[src/tcce_pkg.sv]
// Shared types and constants of the text cell console engine.
// Used by every module of the block; depends on nothing else.
package tcce_pkg;

  localparam int COLUMNS    = 80;
  localparam int ROWS       = 25;
  localparam int CELL_COUNT = ROWS * COLUMNS;
  localparam int CELL_AW    = $clog2(CELL_COUNT);

  localparam int COL_W  = 7;
  localparam int ROW_W  = 5;
  localparam int POS_W  = 12;
  localparam int CELL_W = 16;
  localparam int ATTR_W = 8;
  localparam int CHAR_W = 8;
  localparam int IDX_W  = 11;

  localparam int CFG_IW = 1;
  localparam int CFG_DW = 8;

  localparam logic [CFG_IW-1:0] CFG_TEXT_ATTRIBUTE  = CFG_IW'(0);
  localparam logic [CFG_IW-1:0] CFG_CONSOLE_ENABLED = CFG_IW'(1);

  localparam logic [ATTR_W-1:0] ATTR_RESET = ATTR_W'(8'h07);

  localparam logic [CHAR_W-1:0] CH_NUL   = 8'h00;
  localparam logic [CHAR_W-1:0] CH_BS    = 8'h08;
  localparam logic [CHAR_W-1:0] CH_TAB   = 8'h09;
  localparam logic [CHAR_W-1:0] CH_LF    = 8'h0A;
  localparam logic [CHAR_W-1:0] CH_CR    = 8'h0D;
  localparam logic [CHAR_W-1:0] CH_SPACE = 8'h20;

  typedef enum logic [1:0] {
    KIND_CHAR   = 2'd0,
    KIND_CLEAR  = 2'd1,
    KIND_SCROLL = 2'd2,
    KIND_READ   = 2'd3
  } kind_t;

  typedef enum logic [2:0] {
    OP_NOP    = 3'd0,
    OP_WRITE  = 3'd1,
    OP_READ   = 3'd2,
    OP_CLEAR  = 3'd3,
    OP_SCROLL = 3'd4
  } op_t;

  typedef struct packed {
    kind_t              kind;
    logic [CHAR_W-1:0]  char_code;
    logic               end_of_string;
    logic [IDX_W-1:0]   cell_index;
  } item_t;

  typedef struct packed {
    logic [COL_W-1:0]  cursor_column;
    logic [ROW_W-1:0]  cursor_row;
    logic [POS_W-1:0]  cursor_pos;
    logic              cursor_update;
    logic [CELL_W-1:0] cell_data;
  } result_t;

  // One unit of memory work for the back end, with its finished cursor report.
  typedef struct packed {
    op_t                op;
    logic               write_after;
    logic [CELL_AW-1:0] addr;
    logic [CELL_W-1:0]  data;
    logic [CELL_W-1:0]  blank;
    result_t            res;
  } cmd_t;

endpackage

[src/tcce_cmd_queue.sv]
// Two-entry command queue between the front end and the back end.
// Depends on tcce_pkg for the command type.
module tcce_cmd_queue (
  input  logic            clk,
  input  logic            rst,
  input  logic            push,
  input  tcce_pkg::cmd_t  push_data,
  output logic            full,
  input  logic            pop,
  output logic            valid,
  output tcce_pkg::cmd_t  head
);
  import tcce_pkg::*;

  cmd_t       slots [2];
  logic       rd_ptr;
  logic       wr_ptr;
  logic [1:0] count;

  assign full  = (count == 2'd2);
  assign valid = (count != 2'd0);
  assign head  = slots[rd_ptr];

  always_ff @(posedge clk) begin
    if (push && !full) begin
      slots[wr_ptr] <= push_data;
    end
  end

  always_ff @(posedge clk) begin
    if (rst) begin
      rd_ptr <= 1'b0;
      wr_ptr <= 1'b0;
      count  <= '0;
    end else begin
      if (push && !full) begin
        wr_ptr <= ~wr_ptr;
      end
      if (pop && valid) begin
        rd_ptr <= ~rd_ptr;
      end
      count <= count + 2'((push && !full) ? 1 : 0) - 2'((pop && valid) ? 1 : 0);
    end
  end

endmodule

[config.mk]
export PLATFORM = sky130hd
export DESIGN_NAME = tcce_cmd_queue
export DESIGN_NICKNAME = d
export VERILOG_FILES = /design/src/tcce_pkg.sv /design/src/tcce_cmd_queue.sv
export SDC_FILE = /design/constraint.sdc
export NUM_CORES = 1
export LEC_CHECK = 0
export ABC_AREA = 1
export BUFFER_PORTS_ARGS = -buffer_cell sky130_fd_sc_hd__buf_2
export CORE_UTILIZATION = 47
export DETAILED_ROUTE_END_ITERATION = 8
export PLACE_DENSITY_LB_ADDON = 0.1
export SYNTH_ARGS = -nofsm -noshare
export SYNTH_HDL_FRONTEND = slang
export SYNTH_SLANG_ARGS = --single-unit
[constraint.sdc]
create_clock -name clk -period 5 [get_ports clk]
set_clock_uncertainty 0.1 [all_clocks]
set_input_delay 0.75 -clock clk [delete_from_list [all_inputs] [get_ports clk]]
set_output_delay 0.75 -clock clk [all_outputs]
set_load 0.03 [all_outputs]
==> results of run 1 <==
==> through the flow <==
step / worst slack (ps) / instances / hold WS, ps / total power [mW] / utilization
floorplan: 1360 / 312 / 367 / 2.98 / -
global placement: 2100 / 666 / 385 / 3.30 / 0.560
detailed placement: 2070 / 666 / 394 / 3.32 / 0.560
CTS: 1620 / 698 / 377 / 4.88 / 0.611
global route: 1530 / 698 / 391 / 5.03 / 0.611
finish: 1700 / 698 / 396 / 4.83 / 0.611
==> sequential cells by signal, indices dropped and copies added, names as in the netlist, named ones only <==
register,count
wr_ptr,1
count,2
slots,176
rd_ptr,1
==> routing by layer <==
| layer | GRT usage | up-vias |
|---|---|---|
| li1 | - | 1602 |
| met1 | 0.186 | 1654 |
| met2 | 0.274 | 112 |
| met3 | 0.0569 | 17 |
| met4 | 0.0833 | 0 |
| met5 | 0 | - |
==> layout make-up <==
| cell class | instances | area, sq um | area share |
|---|---|---|---|
| multi-input cells | 112 | 1190 | 0.140 |
| inverters | 9 | 35.0 | 0.00413 |
| repair buffers | 184 | 941 | 0.111 |
| flip-flops and latches | 181 | 5390 | 0.635 |
| clock buffers | 18 | 429 | 0.0506 |
| clock inverters | 14 | 279 | 0.0329 |
| well taps | 180 | 225 | 0.0265 |
==> worst max-delay path, cell delays in order (launching register included) <==
cell and delay, ps:
dfxtp_4 1040, buf_4 410, mux2_2 370, buf_2 180
==> worst min path at each step <==
stage / from / to / slack (ps) / depth (start not counted)
3_3_place_gp: rd_ptr / rd_ptr / 390 / 2
4_1_cts: rst / count[0] / 380 / 2
3_5_place_dp: rd_ptr / flip-flop / 390 / 2
6_report: rst / count[0] / 400 / 2
2_1_floorplan: rd_ptr / flip-flop / 370 / 2
5_1_grt: rst / count[0] / 390 / 2
==> cell families after synthesis <==
kind of cell    after synthesis  share of synthesized area
buf+inv                      19                     0.0163
mux                          88                      0.160
simple gates                 20                     0.0118
fa+ha+maj                     2                    0.00375
flops                       181                      0.807
compound gates                2                    0.00150
==> cell usage in the layout (no fill, tap or decap), types with 3 or more instances in the layout <==
cell	synthesis	layout
nor2_1	9	8
edfxtp_1	176	176
nand2_1	8	8
dfxtp_1	5	4
clkbuf_16	0	17
bufinv_16	0	8
mux2_2	68	68
clkinvlp_4	0	3
inv_1	9	8
buf_2	6	181
nand3_1	3	3
mux2_4	20	20
==> power groups by stage <==
stage / Combinational (mW) / Sequential (mW) / Clock [mW]
after floorplan: 0.981 / 2.00 / 0
after detailed placement: 1.23 / 2.08 / 0
final: 1.22 / 2.04 / 1.57
after CTS: 1.24 / 2.05 / 1.59
after global placement: 1.23 / 2.07 / 0
after global routing: 1.30 / 2.07 / 1.65
==> metrics.yaml, run 1 <==
flow.area_growth_from_synthesis_pct: 27.1
synth-async-reset-ratio: 0
dr.pass1.iters: 4
cts_tree: "yes"
placed_cell_area_sq_um: 7780
remaining_drc_errors: 0
grt_overflow: 0
power.internal_mw: 3.41
synth_flop_cell: "edfxtp_1"
crit_path_end: "head[64]"
comb_power_share: 0.252
netlist_top_cells_area: "edfxtp_1 79%, mux2_2 11%, mux2_4 4.5%"
final_cell_area_sq_um: 8490
critical_path.reg2reg.startpoint: "count[0]"
finalHoldViolations: 0
max_slew.worst_pin.slew_ps: 1080
maxSlewHeadroom: 0.279
synth-seq-cells: 181
groute.usage.overall: 0.164
cts.sinks: 181
routed.top_layer: "met4"
run_status: "finished clean"
yosysUniqueCellTypes: 12
synth.largest_area_cell: "edfxtp_1"
place_hpwl_um: 7260
max-vdd-ir-drop_v: 0.000354
drtAntennaViolNets: 0
synth_top_cells_by_count: "176 x edfxtp_1, 68 x mux2_2, 20 x mux2_4"
synthesis.yosys.warnings: 0
floorplan.io_pins: 182
die_height_um: 121
post_drt_wl_per_cell_um: 16.3
setup.reg_to_reg.worst_slack_ps: 2640
final_max_slew_viol_count: 0
power-per-cell-area_nw_per_um2: 569
reg2reg_capture_point: "slots[1][80]"
met2RoutedLength_um: 5810
cellLeakagePower_nw: 3.25
switching_share: 0.295
final.fill_count: 1065
cts_inserted_buffers: 17
clockPowerShare: 0.324
worstHoldPathType: "in2reg"
clock_tree_root: "clkbuf_16"
routed_wl_um: 11400
detail_route.iter0.violations: 186
worst_setup_path_start_kind: "flip-flop"
cts_hold_buf: 0
max_freq_mhz: 303
final_nets: 599
post_route_cells_drive_above_1_share: 0.587
number_of_global_route_vias_before_repair: 3371
fin_setup_tns_ps: 0
htreeDepth: 4
synth.most_common_cell: "edfxtp_1"
cts_max_path_buffers: 2
worst-r2r-cell-count: 5
antenna-diode-count: 0
wl_met3_um: 820
netlist_instances: 312
timing.max_cap.violations: 0
grt_first_pass_wirelength_um: 17300
placer_congestion: 0.721
avgViaCountPerCell: 4.85
dr_total_vias: 3385
layout_worst_path_cycle_share: 0.660
critical_path.endpoint_type: "primary output"
layout_min_cycle_time_ps: 3300
antenna_found_initial: 1
post_cts.resized_instances: 0
die_w_um: 121
placement.io_buffers: 181
critPathMaxFanout: 71
total_setup_buffers_inserted_after_cts: 0
synthesis.area_per_instance_sq_um: 21.4
netlist_area_sq_um: 6670
worst-setup-path-type: "reg2out"
clkTransAtPathRegs_ps: 60
rsz0062_at_grt: "no"
die_area_sq_um: 14700
start_util: 0.481
power.sequential.fraction: 0.423
synth_fp_nets: 406
coreArea_sq_um: 13900
required_time_of_the_critical_path_ps: 4150
setup_viol: 0
num_rows: 43
p_sw_mw: 1.42
synth_largest_type_area_fraction: 0.792
wl_met1_um: 4500
worst_ep_arrival_time_ps: 2450
seq_area_frac_synth: 0.807
clkLatencyLatePin_ps: 420
grt_start_max_net_pins: 72
number_of_flops_mapped_to_enable_cells_by_yosys: 176
No activity file was read; power rests on OpenSTA's default activity.
==> run 2, diff against run 1 <==
Settings changed: CORE_UTILIZATION 47 to 52.
Clock period 5 ns to 3.3 ns, I/O delays scaled along.
==> metrics.yaml, run 2 (synthesis results as in run 1) <==
run_status: "finished clean"
max_freq_mhz: 397
finalHoldViolations: 0
power.internal_mw: 4.66
p_sw_mw: 2.10
reg2reg_capture_point: "slots[0][75]"
die_height_um: 115
max_slew.worst_pin.slew_ps: 732
worst_ep_arrival_time_ps: 1920
switching_share: 0.310
power.sequential.fraction: 0.448
setup_viol: 0
worst-r2r-cell-count: 5
power-per-cell-area_nw_per_um2: 810
cts_inserted_buffers: 17
worst-setup-path-type: "reg2out"
total_setup_buffers_inserted_after_cts: 0
required_time_of_the_critical_path_ps: 2700
largest_register_ff_count: 176
detail_route.iter0.violations: 150
comb_power_share: 0.286
clkTransAtPathRegs_ps: 60
number_of_global_route_vias_before_repair: 3406
remaining_drc_errors: 0
antenna_found_initial: 0
clock_tree_root: "clkbuf_16"
placement.io_buffers: 181
clkLatencyLatePin_ps: 410
groute.usage.overall: 0.175
cts_hold_buf: 0
grt_overflow: 0
cts_max_path_buffers: 2
final_cell_area_sq_um: 8350
worstHoldPathType: "in2reg"
min_delay_path_depth: 2
cts.sinks: 181
die_w_um: 115
grt_first_pass_wirelength_um: 16600
post_drt_wl_per_cell_um: 16.1
final.setup.worst_slack_ps: 784
critical_path.reg2reg.startpoint: "count[0]"
layout.cells.most_common_list: "181 x buf_2, 176 x edfxtp_1, 68 x mux2_2"
maxSlewHeadroom: 0.512
die_area_sq_um: 13300
timing.hold.worst.start: "rst"
fin_setup_tns_ps: 0
htreeDepth: 4
num_rows: 41
clockPowerShare: 0.265
floorplan.io_pins: 182
cellLeakagePower_nw: 3.22
post_cts.resized_instances: 0
placed_cell_area_sq_um: 7820
worst_setup_path_start_kind: "flip-flop"
flow.area_growth_from_synthesis_pct: 25.2
antenna-diode-count: 0
critPathMaxFanout: 31
dr_total_vias: 3404
worst_hold_path.endpoint: "count[0]"
routed_wl_um: 11200
dr.pass1.iters: 4
p_total_mw: 6.76
layout_min_cycle_time_ps: 2520
max-vdd-ir-drop_v: 0.000654
avgViaCountPerCell: 4.90
placer_congestion: 0.763
final_nets: 604
rsz0062_at_grt: "no"
coreArea_sq_um: 12600
largest_register: "slots"
grt_start_max_net_pins: 54
dp_worst_setup_slack_ps: 1170
reg_top3: "slots (176), count (2)"
drtAntennaViolNets: 0
setup.reg_to_reg.worst_slack_ps: 1440
critical_path.endpoint_type: "primary output"
final.fill_count: 875
layout_worst_path_cycle_share: 0.762
post_route_cells_drive_above_1_share: 0.585
final_max_slew_viol_count: 0
layout.cells.most_common: "buf_2"
place_hpwl_um: 7580
cts_tree: "yes"
start_util: 0.531
timing.max_cap.violations: 0
==> run 2: area by class of cell <==
| type | instances | area [sq um] | share of cell area |
|---|---|---|---|
| Sequential cell | 181 | 5390 | 0.645 |
| Multi-Input combinational cell | 112 | 1190 | 0.142 |
| Timing Repair Buffer | 189 | 991 | 0.119 |
| Clock buffer | 27 | 513 | 0.0614 |
| Tap cell | 172 | 215 | 0.0258 |
| Inverter | 9 | 35.0 | 0.00419 |
| Clock inverter | 5 | 23.8 | 0.00285 |
==> run 2: how the worst max path moves through the flow <==
stage / start / end / slack [ps] / depth (start not counted)
CTS: flip-flop / head[20] / 720 / 3
floorplan: push / slots[1][0] / 450 / 2
detailed placement: flip-flop / head[20] / 1170 / 3
global placement: flip-flop / head[25] / 1190 / 3
finish: flip-flop / head[20] / 780 / 3
global route: flip-flop / head[46] / 670 / 3
==> run 2: metrics by stage <==
stage	std cells	utilization	hold WS [ps]
2_1_floorplan	312	-	367
3_3_place_gp	663	0.622	392
3_5_place_dp	663	0.622	399
4_1_cts	695	0.665	129
5_1_grt	695	0.665	139
6_report	695	0.665	148
==> run 2: worst max-delay path: stages, from the launching register on <==
cell	delay (ps)
dfxtp_4	620
buf_4	330
mux2_2	370
buf_2	180
==> run 2: metal layers <==
layer	share of wire	GRT usage	wire length [um]	vias up
met5	0	0	0	-
met4	0.021	0.0944	238	0
met3	0.079	0.0638	886	19
met2	0.49	0.280	5440	130
met1	0.41	0.207	4640	1640
li1	-	-	-	1615
==> run 2: power by group through the flow <==
stage               logic [mW]  registers, mW  clock network (mW)
floorplan                 1.49           3.02                   0
global placement          1.95           3.07                   0
detailed placement        1.96           3.09                   0
CTS                       1.96           3.04                1.83
global route              2.08           3.06                1.91
finish                    1.94           3.03                1.79
==> run 3, diff against run 2 <==
Clock period 3.3 ns to 2.45 ns, I/O delays scaled along.
==> metrics.yaml, run 3 (synthesis results as in run 1) <==
remaining_drc_errors: 0
placement.io_buffers: 181
routed_wl_um: 11300
clock_tree_root: "clkbuf_16"
post_route_cells_drive_above_1_share: 0.592
dp_worst_setup_slack_ps: 529
placed_cells_incl_taps: 663
dr.pass1.iters: 4
grt_start_max_net_pins: 45
grt_first_pass_wirelength_um: 16600
required_time_of_the_critical_path_ps: 1980
detail_route.iter0.violations: 149
dr_total_vias: 3420
die_w_um: 115
layout.cells.most_common_list: "181 x buf_2, 176 x edfxtp_1, 68 x mux2_2"
run_status: "finished clean"
place_hpwl_um: 7440
clkLatencyLatePin_ps: 420
layout.cells.most_common: "buf_2"
die_area_sq_um: 13300
placer_congestion: 0.732
finalHoldViolations: 0
worstHoldPathType: "in2reg"
post_drt_wl_per_cell_um: 16.2
grt_overflow: 0
final.setup.worst_slack_ps: 121
num_rows: 41
cts_hold_buf: 1
htreeDepth: 4
coreArea_sq_um: 12600
drtAntennaViolNets: 0
cellLeakagePower_nw: 3.25
worst_setup_path_start_kind: "flip-flop"
largest_register_ff_count: 176
cts_inserted_buffers: 17
max-vdd-ir-drop_v: 0.000665
max_freq_mhz: 429
postLayoutCoreUtil: 0.674
start_util: 0.531
final_nets: 605
final_max_slew_viol_count: 0
post_layout_nonfiller_instances: 697
maxSlewHeadroom: 0.594
layout_worst_path_cycle_share: 0.951
floorplan.io_pins: 182
cts_max_path_buffers: 2
largest_register: "slots"
max_slew.worst_pin.slew_ps: 609
die_height_um: 115
final.fill_count: 876
timing.max_cap.violations: 0
reg_top3: "slots (176), count (2)"
worst-setup-path-type: "reg2out"
total_setup_buffers_inserted_after_cts: 0
critPathMaxFanout: 29
setup_viol: 0
number_of_global_route_vias_before_repair: 3342
worst_ep_arrival_time_ps: 1860
rsz0062_at_grt: "no"
flow.area_growth_from_synthesis_pct: 26.9
layout_min_cycle_time_ps: 2330
cts.sinks: 181
clkTransAtPathRegs_ps: 60
fin_setup_tns_ps: 0
power-per-cell-area_nw_per_um2: 1120
antenna_found_initial: 1
critical_path.endpoint_type: "primary output"
avgViaCountPerCell: 4.91
post_cts.resized_instances: 0
groute.usage.overall: 0.176
cts_tree: "yes"
run 3: worst max-delay path, stage by stage (launching register included):
cell,delay [ps]
dfxtp_4,630
buf_4,270
mux2_2,360
buf_2,180
run 3: worst paths after layout:
kind | start | to | slack [ps] | cells past startpoint
setup / recovery | flip-flop | head[21] | 120 | 3
hold / removal | push_data[62] | slots[1][62] | 30 | 1
setup reg to reg | count[0] | slots[0][79] | 620 | 5
hold reg to reg | rd_ptr | flip-flop | 450 | 2
run 3: through the flow:
step                      hold slack [ps]  power, mW  cell area (sq um)
after floorplan                       339       6.07               6690
final                                29.2       9.49               8470
after detailed placement              408       6.83               7850
after global routing                 13.2       9.87               8470
after global placement                391       6.79               7850
after CTS                            10.1       9.60               8470
run 3: per-layer routing:
metal  global-route usage  routed length (um)  up-vias
met1                0.195                4540     1673
met2                0.290                5630      115
met5                    0                   0        -
li1                     -                   -     1613
met3               0.0749                 924       19
met4               0.0883                 214        0
run 3: cell type report:
cell class	count	area, sq um	area share
sequential	181	5390	0.636
multi-input combinational	112	1190	0.140
timing repair buffer	190	1030	0.121
clock buffer	17	425	0.0502
tap	172	215	0.0254
clock inverter	15	188	0.0222
inverter	9	37.5	0.00443
antenna	1	2.50	0.000295
run 3: where the power goes:
part	total [mW]	internal (mW)	switching, mW
logic	2.65	0.966	1.68
clock network	2.76	1.69	1.07
registers	4.08	3.92	0.161
total	9.49	6.58	2.91
