`config.mk`:
```
export PLATFORM = sky130hd
export DESIGN_NAME = tcce_front
export DESIGN_NICKNAME = d
export VERILOG_FILES = /design/src/tcce_pkg.sv /design/src/tcce_front.sv
export SDC_FILE = /design/constraint.sdc
export NUM_CORES = 1
export LEC_CHECK = 0
export BUFFER_PORTS_ARGS = -buffer_cell sky130_fd_sc_hd__buf_2
export CORE_ASPECT_RATIO = 1.25
export CORE_MARGIN = 1.5
export CORE_UTILIZATION = 54
export CTS_CLUSTER_DIAMETER = 60
export DETAILED_ROUTE_END_ITERATION = 8
export PLACE_DENSITY = 0.87
export SYNTH_ARGS = -nofsm -noshare
export SYNTH_HDL_FRONTEND = slang
export SYNTH_SLANG_ARGS = --single-unit
```
`constraint.sdc`:
```
create_clock -name clk -period 7.7 [get_ports clk]
set_input_delay 1.925 -clock clk [delete_from_list [all_inputs] [get_ports clk]]
set_output_delay 1.925 -clock clk [all_outputs]
set_load 0.03 [all_outputs]
```
`src/tcce_pkg.sv`:
```
// Shared types and constants of the text cell console engine.
// Used by every module of the block; depends on nothing else.
package tcce_pkg;

  localparam int COLUMNS    = 80;
  localparam int ROWS       = 25;
  localparam int CELL_COUNT = ROWS * COLUMNS;
  localparam int CELL_AW    = $clog2(CELL_COUNT);

  localparam int COL_W  = 7;
  localparam int ROW_W  = 5;
  localparam int POS_W  = 12;
  localparam int CELL_W = 16;
  localparam int ATTR_W = 8;
  localparam int CHAR_W = 8;
  localparam int IDX_W  = 11;

  localparam int CFG_IW = 1;
  localparam int CFG_DW = 8;

  localparam logic [CFG_IW-1:0] CFG_TEXT_ATTRIBUTE  = CFG_IW'(0);
  localparam logic [CFG_IW-1:0] CFG_CONSOLE_ENABLED = CFG_IW'(1);

  localparam logic [ATTR_W-1:0] ATTR_RESET = ATTR_W'(8'h07);

  localparam logic [CHAR_W-1:0] CH_NUL   = 8'h00;
  localparam logic [CHAR_W-1:0] CH_BS    = 8'h08;
  localparam logic [CHAR_W-1:0] CH_TAB   = 8'h09;
  localparam logic [CHAR_W-1:0] CH_LF    = 8'h0A;
  localparam logic [CHAR_W-1:0] CH_CR    = 8'h0D;
  localparam logic [CHAR_W-1:0] CH_SPACE = 8'h20;

  typedef enum logic [1:0] {
    KIND_CHAR   = 2'd0,
    KIND_CLEAR  = 2'd1,
    KIND_SCROLL = 2'd2,
    KIND_READ   = 2'd3
  } kind_t;

  typedef enum logic [2:0] {
    OP_NOP    = 3'd0,
    OP_WRITE  = 3'd1,
    OP_READ   = 3'd2,
    OP_CLEAR  = 3'd3,
    OP_SCROLL = 3'd4
  } op_t;

  typedef struct packed {
    kind_t              kind;
    logic [CHAR_W-1:0]  char_code;
    logic               end_of_string;
    logic [IDX_W-1:0]   cell_index;
  } item_t;

  typedef struct packed {
    logic [COL_W-1:0]  cursor_column;
    logic [ROW_W-1:0]  cursor_row;
    logic [POS_W-1:0]  cursor_pos;
    logic              cursor_update;
    logic [CELL_W-1:0] cell_data;
  } result_t;

  // One unit of memory work for the back end, with its finished cursor report.
  typedef struct packed {
    op_t                op;
    logic               write_after;
    logic [CELL_AW-1:0] addr;
    logic [CELL_W-1:0]  data;
    logic [CELL_W-1:0]  blank;
    result_t            res;
  } cmd_t;

endpackage

```
`src/tcce_front.sv`:
```
// Front end: configuration registers, cursor tracking and item classification.
// Turns each accepted item into one back-end command; depends on tcce_pkg.
module tcce_front (
  input  logic                         clk,
  input  logic                         rst,
  input  logic                         accept,
  input  tcce_pkg::item_t              item,
  input  logic                         cfg_valid,
  output logic                         cfg_ready,
  input  logic [tcce_pkg::CFG_IW-1:0]  cfg_index,
  input  logic [tcce_pkg::CFG_DW-1:0]  cfg_data,
  output logic                         cmd_push,
  output tcce_pkg::cmd_t               cmd
);
  import tcce_pkg::*;

  localparam logic [COL_W:0] TAB_STEP = (COL_W+1)'(8);
  localparam logic [COL_W:0] TAB_MASK = ~(COL_W+1)'(7);

  logic [COL_W-1:0]  column;
  logic [ROW_W-1:0]  row;
  logic [ATTR_W-1:0] text_attribute;
  logic              console_enabled;

  logic [COL_W-1:0] column_next;
  logic [ROW_W-1:0] row_next;
  logic [COL_W:0]   tab_col;
  logic [COL_W-1:0] wr_col;
  logic [ROW_W-1:0] wr_row;
  logic [CELL_W-1:0] blank;

  function automatic logic [ROW_W-1:0] advance_row(input logic [ROW_W-1:0] r);
    return (r < ROW_W'(ROWS)) ? r + ROW_W'(1) : r;
  endfunction

  function automatic logic [POS_W-1:0] linear_pos(input logic [ROW_W-1:0] r,
                                                  input logic [COL_W-1:0] c);
    return POS_W'(r) * POS_W'(COLUMNS) + POS_W'(c);
  endfunction

  assign cfg_ready = 1'b1;
  assign cmd_push  = accept;
  assign blank     = {text_attribute, CH_SPACE};

  always_comb begin
    column_next = column;
    row_next    = row;
    tab_col     = ({1'b0, column} + TAB_STEP) & TAB_MASK;
    wr_col      = column;
    wr_row      = row;
    cmd         = '0;
    cmd.op      = OP_NOP;
    cmd.blank   = blank;
    if (console_enabled) begin
      case (item.kind)
        KIND_CHAR: begin
          cmd.res.cursor_update = item.end_of_string;
          case (item.char_code)
            CH_NUL: begin
            end
            CH_LF: begin
              column_next = '0;
              row_next    = advance_row(row);
            end
            CH_CR: begin
              column_next = '0;
            end
            CH_TAB: begin
              if (tab_col >= (COL_W+1)'(COLUMNS)) begin
                column_next = '0;
                row_next    = advance_row(row);
              end else begin
                column_next = tab_col[COL_W-1:0];
              end
            end
            CH_BS: begin
              if (column != '0) begin
                column_next = column - COL_W'(1);
                // Past the bottom row there is no cell to blank.
                if (row < ROW_W'(ROWS)) begin
                  cmd.op   = OP_WRITE;
                  cmd.addr = CELL_AW'(linear_pos(row, column_next));
                  cmd.data = blank;
                end
              end
            end
            default: begin
              if (column >= COL_W'(COLUMNS)) begin
                wr_col = '0;
                wr_row = advance_row(row);
              end
              if (wr_row >= ROW_W'(ROWS)) begin
                cmd.op          = OP_SCROLL;
                cmd.write_after = 1'b1;
                wr_row          = ROW_W'(ROWS - 1);
              end else begin
                cmd.op = OP_WRITE;
              end
              cmd.addr    = CELL_AW'(linear_pos(wr_row, wr_col));
              cmd.data    = {text_attribute, item.char_code};
              column_next = wr_col + COL_W'(1);
              row_next    = wr_row;
            end
          endcase
        end
        KIND_CLEAR: begin
          cmd.op                = OP_CLEAR;
          cmd.res.cursor_update = 1'b1;
          column_next           = '0;
          row_next              = '0;
        end
        KIND_SCROLL: begin
          cmd.op = OP_SCROLL;
          if (row != '0) begin
            row_next = row - ROW_W'(1);
          end
        end
        KIND_READ: begin
          if (POS_W'(item.cell_index) < POS_W'(CELL_COUNT)) begin
            cmd.op   = OP_READ;
            cmd.addr = CELL_AW'(item.cell_index);
          end
        end
        default: begin
        end
      endcase
    end
    cmd.res.cursor_column = column_next;
    cmd.res.cursor_row    = row_next;
    cmd.res.cursor_pos    = linear_pos(row_next, column_next);
  end

  always_ff @(posedge clk) begin
    if (rst) begin
      column          <= '0;
      row             <= '0;
      text_attribute  <= ATTR_RESET;
      console_enabled <= 1'b1;
    end else begin
      if (accept) begin
        column <= column_next;
        row    <= row_next;
      end
      if (cfg_valid && cfg_ready) begin
        case (cfg_index)
          CFG_TEXT_ATTRIBUTE:  text_attribute  <= cfg_data[ATTR_W-1:0];
          CFG_CONSOLE_ENABLED: console_enabled <= cfg_data[0];
          default: begin
          end
        endcase
      end
    end
  end

endmodule

```
==> impl_results.md, run 1 <==
* # DRC at 0
* Worst r2r path cells at 9
* CTS buffer count at 3
* Clock power share at 17.8%
* H-tree levels at 1
* Routed vias at 4858
* M1 WL at slightly below 5 mm
* Top sig layer: met4
* Cells after Synth at 593
* Post-DRT Antenna Nets at 0
* CP Capture Type: primary output
* Register area share after synthesis at 10.05%
* Syn. warnings at 0
* Post-synth top area share at 11.97%
* Routed wl met2 at between 6 and 7 mm
* Total grt overflow at 0
* DR WL met3 at 1.140 mm
* R2R Path End: row[1]
* CP arrival at 5.61 ns
* Crit path max fanout at 4
* Drt total wl at about 14 mm
* Final WS setup at between 0.15 and 0.2 ns
* CP Buf/Inv Count at 3
* Die height at around 100 um
* Min-Delay Path Depth at 2
* CP max-delay cell: or4_4
* Full die area at 0.008284 mm^2
* Most frequent CP cell: ha_1
* P per Cell Area at 94.24 mW/mm^2
* Clock Path Buffers at 2
* I/O Pins at 125
* Area share of fa/ha/maj cells after synthesis at 14.36%
* WL/cell at 17.88 um
* Synthesis-to-layout area growth at 12.54%
* Largest family of logic cells by synthesized area: compound AO/OA/AOI/OAI gates
* Clock Root Buffer: clkbuf_8
* Psw at 216.1 uW
* Hpwl dp at 10.72 mm
* Vias per cell at 6.384
* Worst Setup Path Type: in2out
* Reg power frac at 27.0%
* Final #Nets at 750
* Achievable frequency at ~130 MHz
* Die width at 81.71 um
* Combinational share of power at a little under three fifths
* Cells along the critical path: buf_2, or4_4, a211oi_4, nor2_1, a2111oi_4, o22ai_2, o31ai_4, ha_1, ha_1, inv_1, fa_1, nor2b_2, and2_1, nand4_1, o221ai_1, buf_4
* Initial DRC count at between 400 and 500
* Fin crit period at 7.539 ns
* Worst setup SP type: input pin
* Overall power at 443.5 uW
* Clock Latency Late Sink at 0.27 ns
* Floorplan core area at ~0.0074 mm^2
* Max IR drop VDD at 94.33 uV
* Clock transition at the registers of the reported paths at 0.08 ns
* Worst min-delay path category: reg2reg
* Sw frac at 48.73%
* Ys flop type: dfxtp_1
* Synth unique cells at 76
* Commonest non-fill, non-tap cell in the layout: buf_2
* Finished Layout Cells at 761
* Placed cell count at 757
* Via count of the first global-routing pass at 4442
* Cell area after synthesis at 0.004182 mm^2
* Pint at 227.4 uW
* First-pass DRT Iterations at 5
* Initial Utilization at 56.17%
* Synth area leaders: ha_1 (12%), dfxtp_1 (10%), buf_4 (5.7%)
* Max_slew headroom at 54.22%
* Post-synth EDFFs at 0
* Design area at 0.004706 mm^2
* Status: complete, no violations
* Commonest non-fill, non-tap cells in the layout: buf_2 (98), nand2_1 (57), ha_1 (40), inv_1 (39), a21oi_1 (38)
* Leakage at 2.217 nW
* Area leader, netlist: ha_1
* Final period utilization at 97.91%
* Final Max Slew Viols at 0
* Gr usage total at 32.35%
* Routability Congestion at 0.9807
* Synth Area in XOR/XNOR at 5.655%
* Share of layout cells above drive strength 1 at ~22%
* Largest net degree at the start of global routing at 19
* Reg2reg setup slack at approximately 5.1 ns
* Critical Path RT at 5.78 ns
* Multiplexer share of the synthesized area at between 1.5 and 2%
* Placed cell area at 0.004629 mm^2
* Avg Cell Area, Syn at 7.051 um^2
* # diodes at 0
* Hold worst-path end: text_attribute[1]
* Std cell rows at 35
* First-pass GRT wire length at 21.07 mm
* RSZ-0062 raised after global routing: yes
* Max_cap viols at 0
* Launching point of the worst reg2reg path: row[1]
* Async SR Flop Fraction at 0%
* # port buffers at a little under 100
* Hold Vio Cnt, Final at 0
* Setup_tns at 0 ns
* Largest delay share family, worst path: compound AO/OA/AOI/OAI gates
* Min-delay src: text_attribute[1]
* Worst slack, placed at 0.1151 ns
* Initial antenna violation count at 0
* Final Skew at 0.01334 ns
* CTS tree: yes
* TritonCTS Sinks at 21
* Compound-gate portion of the synthesized area at 29.83%
* Worst-Margin Slew at 0.6866 ns
* Register bit total from synthesis at 21
* Endpoints failing setup at 0
* Simple-Gate Fraction of Synth Area at 26.12%
* Max incr delay on CP at 0.59 ns
* Fillers at 687
-- tightest hold or removal path, delay by kind of cell, from the launching register on --
| kind | cells | cell delay [ns] |
|---|---|---|
| and+or+nand+nor | 2 | 0.12 |
| DFF | 1 | 0.33 |
-- routing by layer --
| metal | track usage, % | vias up |
|---|---|---|
| met5 | 0 | - |
| met4 | 16.69 | 0 |
| met3 | 2.793 | 67 |
| met2 | 56.01 | 324 |
| met1 | 39.28 | 2228 |
| li1 | - | 2239 |
-- cells by family after synthesis --
family / after synthesis
AND/OR/NAND/NOR: 211
other: 2
adder cells (fa/ha/maj): 45
AO/OA/AOI/OAI: 179
buffers and inverters: 102
multiplexers: 6
flip-flops: 21
XOR/XNOR: 27
-- worst max path at each step --
stage	start	to	slack, ns	cells after the start
global route	item[17]	cmd[28]	-0.03	16
detailed placement	item[17]	cmd[28]	0.12	16
finish	item[17]	cmd[28]	0.16	16
global placement	item[17]	cmd[28]	0.28	16
CTS	item[17]	cmd[28]	0.1	16
floorplan	item[17]	cmd[28]	0.12	13
-- timing repair --
action,in CTS,in global routing
setup endpoints to repair,0,2
resized for setup,0,8
hold buffers,0,0
hold endpoints to repair,0,0
setup buffers,0,0
-- flip-flops by register name (all words and copies together), names as in the netlist --
register         cells
text_attribute       8
column               7
row                  5
console_enabled      1
-- final cells by class --
| class | count | area [um^2] | area share [%] |
|---|---|---|---|
| clock inverters | 1 | 5.005 | 0.1064 |
| well taps | 92 | 115.1 | 2.446 |
| inverters | 39 | 146.4 | 3.111 |
| flip-flops and latches | 21 | 420.4 | 8.934 |
| clock buffers | 3 | 41.29 | 0.8774 |
| repair buffers | 112 | 595.6 | 12.66 |
| multi-input cells | 493 | 3382 | 71.87 |
-- cell usage after synthesis, types with 3 or more instances --
cell	count
o311ai_1	3
mux2_2	3
nor2b_1	11
a32oi_1	3
nor2_1	35
and2_1	13
o21a_1	9
and3_1	9
inv_1	39
buf_2	8
a21oi_1	38
nand3b_1	4
nand2_1	57
nor3b_1	7
buf_4	32
o22ai_1	10
dfxtp_1	21
nand2b_1	7
or3_1	3
a22oi_1	9
a211oi_1	5
xor2_1	10
mux2i_1	3
o31ai_1	3
o21ai_0	32
fa_1	5
nand3_1	28
a21o_1	8
ha_1	40
o2111ai_1	3
a31oi_1	11
clkbuf_1	23
xnor2_1	17
nor3_1	19
o21ai_1	6
o211ai_1	7
-- power groups by stage --
stage	logic, mW	clock network [mW]	registers [mW]
after floorplan	0.180	0	0.124
after global placement	0.231	0	0.122
after detailed placement	0.237	0	0.122
after CTS	0.238	0.0789	0.120
after global routing	0.261	0.0858	0.121
final	0.245	0.0791	0.120
-- metrics by stage --
stage / hold WS (ns) / util [%]
2_1_floorplan: 0.5019 / -
3_3_place_gp: 0.4527 / 62.18
3_5_place_dp: 0.4694 / 62.18
4_1_cts: 0.4857 / 62.81
5_1_grt: 0.5050 / 63.21
6_report: 0.4844 / 63.21
(Power assumes the default switching activity.)
==> run 2: changes to the inputs <==
- PLACE_DENSITY: 0.87 -> default
- PLACE_DENSITY_LB_ADDON: default -> 0.3
==> impl_results.md, run 2 (synthesis gave the netlist of run 1 again) <==
* Die height at 101.4 um
* Largest delay share family, worst path: compound AO/OA/AOI/OAI gates
* Psw at 212.5 uW
* Met1 Use GR at 39.86%
* # DRC at 0
* Routability Congestion at 0.9874
* First-pass GRT wire length at 20.64 mm
* Commonest non-fill, non-tap cell in the layout: buf_2
* Via count of the first global-routing pass at 4342
* Fillers at 715
* Placed cell count at between 700 and 800
* Clock power share at 17.6%
* Std cell rows at 35
* Post-DRT Antenna Nets at 0
* Sw frac at 48.34%
* Final #Nets at approximately 750
* RSZ-0062 raised after global routing: no
* Leakage at 2.210 nW
* P per Cell Area at 93.69 mW/mm^2
* H-tree levels at 1
* Die width at 81.71 um
* Most frequent CP cell: ha_1
* Post-CTS setup buffer count at 0
* Fin crit period at 7.544 ns
* Largest net degree at the start of global routing at 19
* Hold_buf cts at 0
* Largest registers: text_attribute x8, column x7, row x5
* WL/cell at 17.27 um
* Final Skew at 0.004719 ns
* Final period utilization at 97.97%
* Clock Root Buffer: clkbuf_8
* Initial Utilization at 56.17%
* Critical Path RT at slightly below 6 ns
* Worst-Margin Slew at 0.6709 ns
* Multi-input combinational cell area at around 0.0034 mm^2
* Achievable frequency at 132.6 MHz
* Register area at 420.4 um^2
* Setup_tns at 0 ns
* Floorplan core area at 0.007445 mm^2
* Max_cap viols at 0
* Max_slew headroom at 54.69%
* TritonCTS Sinks at 21
* # diodes at 0
* Initial DRC count at 395
* CP arrival at 5.62 ns
* Met3 Use GR at under 10%
* Final Max Slew Viols at 0
* CP max-delay cell: or4_4
* Worst slack, placed at 0.08190 ns
* CTS buffer count at 3
* Worst Setup Path Type: in2out
* Crit path max fanout at 4
* Pint at 227.2 uW
* Worst min-delay path category: reg2reg
* CTS tree: yes
* CP Buf/Inv Count at 3
* Endpoints failing setup at 0
* Hold Vio Cnt, Final at 0
* Cells along the critical path: buf_2, or4_4, a211oi_4, nor4b_1, a2111oi_4, o22ai_2, o31ai_4, ha_1, ha_1, inv_1, fa_1, nor2b_2, and2_1, nand4_1, o221ai_1, buf_4
* Combinational share of power at 55.1%
* Max incr delay on CP at 0.59 ns
* Drt total wl at 13.13 mm
* Largest register FFs at 8
* Max IR drop VDD at 76.44 uV
* Gr usage total at between 30% and 40%
* Routed vias at 4687
* Reg with most FFs: text_attribute
* Busiest layer in global routing: met2
* Commonest non-fill, non-tap cells in the layout: buf_2 (98), nand2_1 (57), ha_1 (40), inv_1 (39), a21oi_1 (38)
* Worst setup SP type: input pin
* Vias per cell at around 6.2
* Hpwl dp at ~10 mm
* Final Util at 63.04%
* Full die area at 0.008284 mm^2
* Clock Path Buffers at 2
* # port buffers at 99
* Status: complete, no violations
* Share of layout cells above drive strength 1 at 21.41%
* First-pass DRT Iterations at 5
* CP Capture Type: primary output
* Reg power frac at 27.2%
* Finished Layout Cells at 760
* Initial antenna violation count at 0
* Clock Latency Late Sink at 0.27 ns
* Total grt overflow at 0
* I/O Pins at 125
* Clock transition at the registers of the reported paths at 0.08 ns
* Synthesis-to-layout area growth at 12.24%
* Final WS setup at 0.1563 ns
* Met2 Use GR at a little over half
-- run 2: cell types whose count changed in the layout (fill, tap and decap cells not counted) --
| cell | change |
|---|---|
| buf_4 | -1 |
| nor3_1 | +1 |
| nor3_2 | -1 |
-- run 2: final timing paths --
path	start	to	slack, ns	cells after the start
max	item[17]	cmd[28]	0.16	16
min	text_attribute[6]	text_attribute[6]	0.48	2
max reg2reg	column[4]	row[0]	5.06	8
min reg2reg	text_attribute[6]	text_attribute[6]	0.48	2
-- run 2: timing repair --
action                                  CTS  global route
endpoints found under the hold margin     0             0
endpoints found under the setup margin    0             2
gates resized for setup                   0             7
-- run 2: cell type report --
type                       count  share of cell area [%]
clock buffer                   3                  0.8798
timing repair buffer         111                   12.53
multi-input combinational    493                   71.95
sequential                    21                   8.958
tap                           92                   2.453
inverter                      39                   3.119
clock inverter                 1                  0.1066
-- run 2: per-stage QoR --
| step | hold WS [ns] | instance area, um^2 | power (mW) |
|---|---|---|---|
| 2_1_floorplan | 0.5019 | 4288 | 0.3036 |
| 3_3_place_gp | 0.4518 | 4622 | 0.3538 |
| 3_5_place_dp | 0.4633 | 4622 | 0.3587 |
| 4_1_cts | 0.4771 | 4668 | 0.4357 |
| 5_1_grt | 0.5041 | 4693 | 0.4656 |
| 6_report | 0.4785 | 4693 | 0.4397 |
-- run 2: worst min-delay path: cells and delay by family (launching register included) --
| family | cells | cell delay (ns) |
|---|---|---|
| AOI/OAI and AO/OA | 1 | 0.06 |
| DFF | 1 | 0.32 |
| and+or+nand+nor | 1 | 0.05 |
-- run 2: per-layer routing --
layer,up-vias,wire [um]
met3,42,802
met1,2181,5397
met5,-,0
met2,219,6463
met4,0,462
li1,2245,-
-- run 2: power groups by stage --
stage / logic, mW / clock network (mW) / registers, mW
global placement: 0.232 / 0 / 0.122
finish: 0.242 / 0.0776 / 0.120
floorplan: 0.180 / 0 / 0.124
global route: 0.262 / 0.0833 / 0.121
CTS: 0.238 / 0.0784 / 0.120
detailed placement: 0.237 / 0 / 0.122
